<file path="config.mk">
export PLATFORM = sky130hd
export DESIGN_NAME = sclru_lru_pick
export DESIGN_NICKNAME = d
export VERILOG_FILES = /design/src/sclru_lru_pick.sv
export SDC_FILE = /design/constraint.sdc
export NUM_CORES = 1
export LEC_CHECK = 0
export ABC_AREA = 1
export BUFFER_PORTS_ARGS = -buffer_cell sky130_fd_sc_hd__buf_2
export CAP_MARGIN = 0
export CORE_ASPECT_RATIO = 0.7
export CORE_MARGIN = 10
export CORE_UTILIZATION = 59
export CTS_BUF_LIST = sky130_fd_sc_hd__clkbuf_16
export DETAILED_ROUTE_END_ITERATION = 8
export PLACE_DENSITY = 0.9
export SYNTH_ARGS = -nofsm -noshare
export SYNTH_HDL_FRONTEND = slang
export SYNTH_SLANG_ARGS = --single-unit
</file>
<file path="constraint.sdc">
create_clock -name clk -period 12.35 [get_ports clk]
set_input_delay 1.235 -clock clk [delete_from_list [all_inputs] [get_ports clk]]
set_output_delay 1.235 -clock clk [all_outputs]
set_load 0.02 [all_outputs]
</file>
<file path="src/sclru_lru_pick.sv">
// Registered LRU victim picker: a compare tree over the stamps of the
// eligible ways of one set. Self-contained, no package use.
module sclru_lru_pick #(
  parameter int WAYS    = 8,
  parameter int STAMP_W = 32,
  parameter int IDX_W   = 3
) (
  input  logic                           clk,
  input  logic                           en,
  input  logic [WAYS-1:0]                elig,
  input  logic [WAYS-1:0][STAMP_W-1:0]   stamps,
  output logic [IDX_W-1:0]               victim_r
);

  localparam int LEAVES = 1 << $clog2(WAYS);
  localparam int NODES  = 2 * LEAVES - 1;

  logic [NODES-1:0]              node_ok;
  logic [NODES-1:0][STAMP_W-1:0] node_stamp;
  logic [NODES-1:0][IDX_W-1:0]   node_idx;

  // Smaller stamp wins; a tie goes to the lower way.
  always_comb begin
    node_ok    = '0;
    node_stamp = '0;
    node_idx   = '0;
    for (int j = 0; j < LEAVES; j++) begin
      if (j < WAYS) begin
        node_ok[LEAVES-1+j]    = elig[j];
        node_stamp[LEAVES-1+j] = stamps[j];
        node_idx[LEAVES-1+j]   = IDX_W'(j);
      end
    end
    for (int n = LEAVES - 2; n >= 0; n--) begin
      if (node_ok[2*n+1] && (!node_ok[2*n+2] || node_stamp[2*n+1] <= node_stamp[2*n+2])) begin
        node_stamp[n] = node_stamp[2*n+1];
        node_idx[n]   = node_idx[2*n+1];
      end else begin
        node_stamp[n] = node_stamp[2*n+2];
        node_idx[n]   = node_idx[2*n+2];
      end
      node_ok[n] = node_ok[2*n+1] | node_ok[2*n+2];
    end
  end

  always_ff @(posedge clk) begin
    if (en) begin
      victim_r <= node_idx[0];
    end
  end

endmodule

</file>
==> out/metrics.csv <==
metric,value,unit
die boundary height,123,microns
remaining design rule violation count,0,
Final #Nets,2251,
number of flip-flops in the largest register,3,
vias per inst,5.63,
synthesized net count,2021,
Seq cells post-synth,3,
final clock period utilization by the worst path,63.9,%
routability cong.,0.983,
count of routing violations after the opening detailed-route iteration,951,
synthesized-area fraction occupied by xor and xnor cells,0,%
initial cell density of the core,60.2,%
Worst Hold Class,input pin to flip-flop,
number of gates resized after CTS,0,
synthesized area per cell,5.79,sq um
horizontal extent of the die,166,microns
switching power summed over all nets,0.000354,W
"Setup violations, final",0,
Worst EP required,12.28,ns
leakage power,6.38,nW
worst-margin pin slew,1.23,ns
share of layout cells above drive strength 1,16.4,%
# H-tree levels,1,
HPWL after detailed placement,26.0,mm
final critical delay including setup and external delays,7.89,ns
CP arrival,7.82,ns
post-synthesis compound-gate area fraction,10.3,%
endpoint class of the critical path,flip-flop,
register ranked first by flip-flop count,victim_r,
Max Slew Vio Count,0,
largest family of logic cells by synthesized area,simple AND/OR/NAND/NOR gates,
placement row count,37,
post-detailed-routing wire length,30.0,mm
clock slew at the register clock pins of the worst setup and hold paths,0.03,ns
post-CTS setup buffer count,0,
final hold violation count,0,
Synth Cell Area,8860,sq um
synthesized instance count,1531,
largest net degree at the start of global routing,36,
highest ir drop seen on vdd,0.0363,mV
Sequential Power Share,2.9,%
maximum single-stage delay on the critical path,0.76,ns
number of port buffers,268,
final non-filler cell area,10300,sq um
routed vias,11010,
Core Area,14700,sq um
vias in the first global route,10884,
adder and majority gate portion of the synthesized area,31.6,%
multiplexer share of the synthesized area,0,%
global router's overall resource usage,27.5,%
power density normalized to cell area,61.8,nW/um^2
share of the core filled with cells,69.7,%
simple-gate share of the synthesized area,45.9,%
most numerous cell on the critical path,sky130_fd_sc_hd__nand2_1,
Combinational Power Share,88.9,%
worst relative slew slack,17.5,%
fraction of the yosys area taken by sequential cells,1.02,%
cell area reported after detailed placement,10200,sq um
status,completed,
largest registers,victim_r x3,
global-route wire length before repair,48.5,mm
full die area,20400,sq um
startpoint type of the worst setup path,input pin,
yosys synthesis warning count,0,
clock tree from TritonCTS,done,
Clock Power Share,8.2,%
sum of negative setup slack,0,ns
overall overflow remaining after global route,0,
area added between synthesis and finish,15.8,%
average detailed-routed wire length per instance,15.3,microns
depth of the worst hold-timing path,1,
path type of the worst setup path,input pin to flip-flop,
detailed-router iteration count before antenna repair,6,
initial antenna violation count,0,
max-cap violations,0,
IO Count,269,
library cells used by synthesis,32,
Max clock buf depth,2,
"Max stage delay cell, worst path",sky130_fd_sc_hd__nand2_2,
unrepaired setup endpoints after global routing,false,
worst-path maximum fanout,33,
post-detailed-route count of antenna-violating nets,0,
Internal Power,0.000280,W
switching fraction of total power,55.8,%
maximum achievable frequency,127,MHz
Post-CTS Hold Buffers,0,
CTS root buf,sky130_fd_sc_hd__clkbuf_16,
clk sink count,3,
Inserted Clock Buffers,3,
## power by group through the flow
stage	registers, W	logic (W)	clock network (W)
2_1_floorplan	0.0000218	0.000394	0
3_3_place_gp	0.0000186	0.000533	0
3_5_place_dp	0.0000186	0.000553	0
4_1_cts	0.0000185	0.000558	0.0000520
5_1_grt	0.0000187	0.000650	0.0000527
6_report	0.0000186	0.000564	0.0000520
## cells in the mapped netlist
| library cell | number | share of area, % |
|---|---|---|
| sky130_fd_sc_hd__edfxtp_1 | 3 | 1.0 |
| sky130_fd_sc_hd__clkbuf_1 | 11 | 0.47 |
| sky130_fd_sc_hd__nor2_2 | 1 | 0.071 |
| sky130_fd_sc_hd__nand2_1 | 518 | 22 |
| sky130_fd_sc_hd__nand3b_1 | 56 | 4.7 |
| sky130_fd_sc_hd__nand3_1 | 168 | 9.5 |
| sky130_fd_sc_hd__o21bai_1 | 1 | 0.085 |
| sky130_fd_sc_hd__o21ai_0 | 28 | 1.6 |
| sky130_fd_sc_hd__o21a_1 | 12 | 1.0 |
| sky130_fd_sc_hd__nand2_2 | 7 | 0.49 |
| sky130_fd_sc_hd__inv_1 | 186 | 7.9 |
| sky130_fd_sc_hd__buf_4 | 6 | 0.51 |
| sky130_fd_sc_hd__a21oi_1 | 112 | 6.3 |
| sky130_fd_sc_hd__nor3_1 | 4 | 0.23 |
| sky130_fd_sc_hd__nor2_1 | 69 | 2.9 |
| sky130_fd_sc_hd__ha_1 | 224 | 32 |
| sky130_fd_sc_hd__a31oi_1 | 1 | 0.071 |
| sky130_fd_sc_hd__a21oi_2 | 1 | 0.099 |
| sky130_fd_sc_hd__nor3b_1 | 1 | 0.085 |
| sky130_fd_sc_hd__a21boi_2 | 1 | 0.13 |
| sky130_fd_sc_hd__nor3b_2 | 1 | 0.14 |
| sky130_fd_sc_hd__a21boi_0 | 2 | 0.17 |
| sky130_fd_sc_hd__a21oi_4 | 2 | 0.37 |
| sky130_fd_sc_hd__and2_1 | 64 | 4.5 |
| sky130_fd_sc_hd__a22oi_1 | 1 | 0.085 |
| sky130_fd_sc_hd__a21boi_1 | 1 | 0.085 |
| sky130_fd_sc_hd__buf_2 | 20 | 1.1 |
| sky130_fd_sc_hd__nand4_1 | 15 | 1.1 |
| sky130_fd_sc_hd__buf_6 | 9 | 1.1 |
| sky130_fd_sc_hd__nand2_4 | 1 | 0.13 |
| sky130_fd_sc_hd__nor4_1 | 1 | 0.071 |
| sky130_fd_sc_hd__a21o_1 | 4 | 0.34 |
## worst max-delay path, delay by kind of cell
family | cells | cell delay (ns)
AOI/OAI and AO/OA | 3 | 0.41
and+or+nand+nor | 25 | 5.09
adders and majority gates | 3 | 0.90
buffers and inverters | 2 | 0.15
## layer usage
| layer | vias up | share of wire [%] | track usage [%] |
|---|---|---|---|
| li1 | 5520 | - | - |
| met1 | 4884 | 43 | 34.8 |
| met2 | 535 | 45 | 47.8 |
| met3 | 71 | 9.2 | 3.58 |
| met4 | 0 | 2.9 | 8.92 |
| met5 | - | 0 | 0 |
## worst paths after layout
path	start	slack (ns)	endpoint
max	stamps[47]	4.46	victim_r[1]
min	en	1.25	victim_r[1]
## cell usage in the layout, fill, tap and decap left out, types with 2 or more instances in the layout
cell type and n:
sky130_fd_sc_hd__a21boi_0 2, sky130_fd_sc_hd__a21o_1 4, sky130_fd_sc_hd__a21oi_1 112, sky130_fd_sc_hd__a21oi_4 2, sky130_fd_sc_hd__and2_1 64, sky130_fd_sc_hd__buf_2 268, sky130_fd_sc_hd__buf_4 3, sky130_fd_sc_hd__clkbuf_16 3
sky130_fd_sc_hd__diode_2 2, sky130_fd_sc_hd__edfxtp_1 3, sky130_fd_sc_hd__ha_1 224, sky130_fd_sc_hd__inv_1 187, sky130_fd_sc_hd__nand2_1 518, sky130_fd_sc_hd__nand2_2 7, sky130_fd_sc_hd__nand3_1 168, sky130_fd_sc_hd__nand3b_1 56
sky130_fd_sc_hd__nand4_1 15, sky130_fd_sc_hd__nor2_1 69, sky130_fd_sc_hd__nor3_1 4, sky130_fd_sc_hd__o21a_1 12, sky130_fd_sc_hd__o21ai_0 28
## metrics by stage
stage               total power (W)  hold WS, ns  instances  setup WS, ns
finish                     0.000635         1.25       1957          4.46
global route               0.000721         1.26       1955          3.88
CTS                        0.000628         1.25       1955          4.69
detailed placement         0.000572         1.48       1951          4.48
global placement           0.000551         1.48       1951          4.69
floorplan                  0.000415         1.35       1531          6.94
## kinds of logic (layout without fill, tap and decap cells)
logic type      Yosys count  in the layout
fa+ha+maj               224            224
compound gates          166            166
other cells               0              2
flops                     3              3
buf+inv                 232            461
simple gates            906            906
## area by class of cell
cell class	count	area (sq um)
Clock buffer	3	75.1
Multi-Input combinational cell	1296	7790
Tap cell	195	244
Fill cell	1352	4460
Antenna cell	2	5.00
Clock inverter	1	3.75
Timing Repair Buffer	271	1360
Sequential cell	3	90.1
Inverter	186	698
Note: power is estimated with default switching activity, not from simulation.
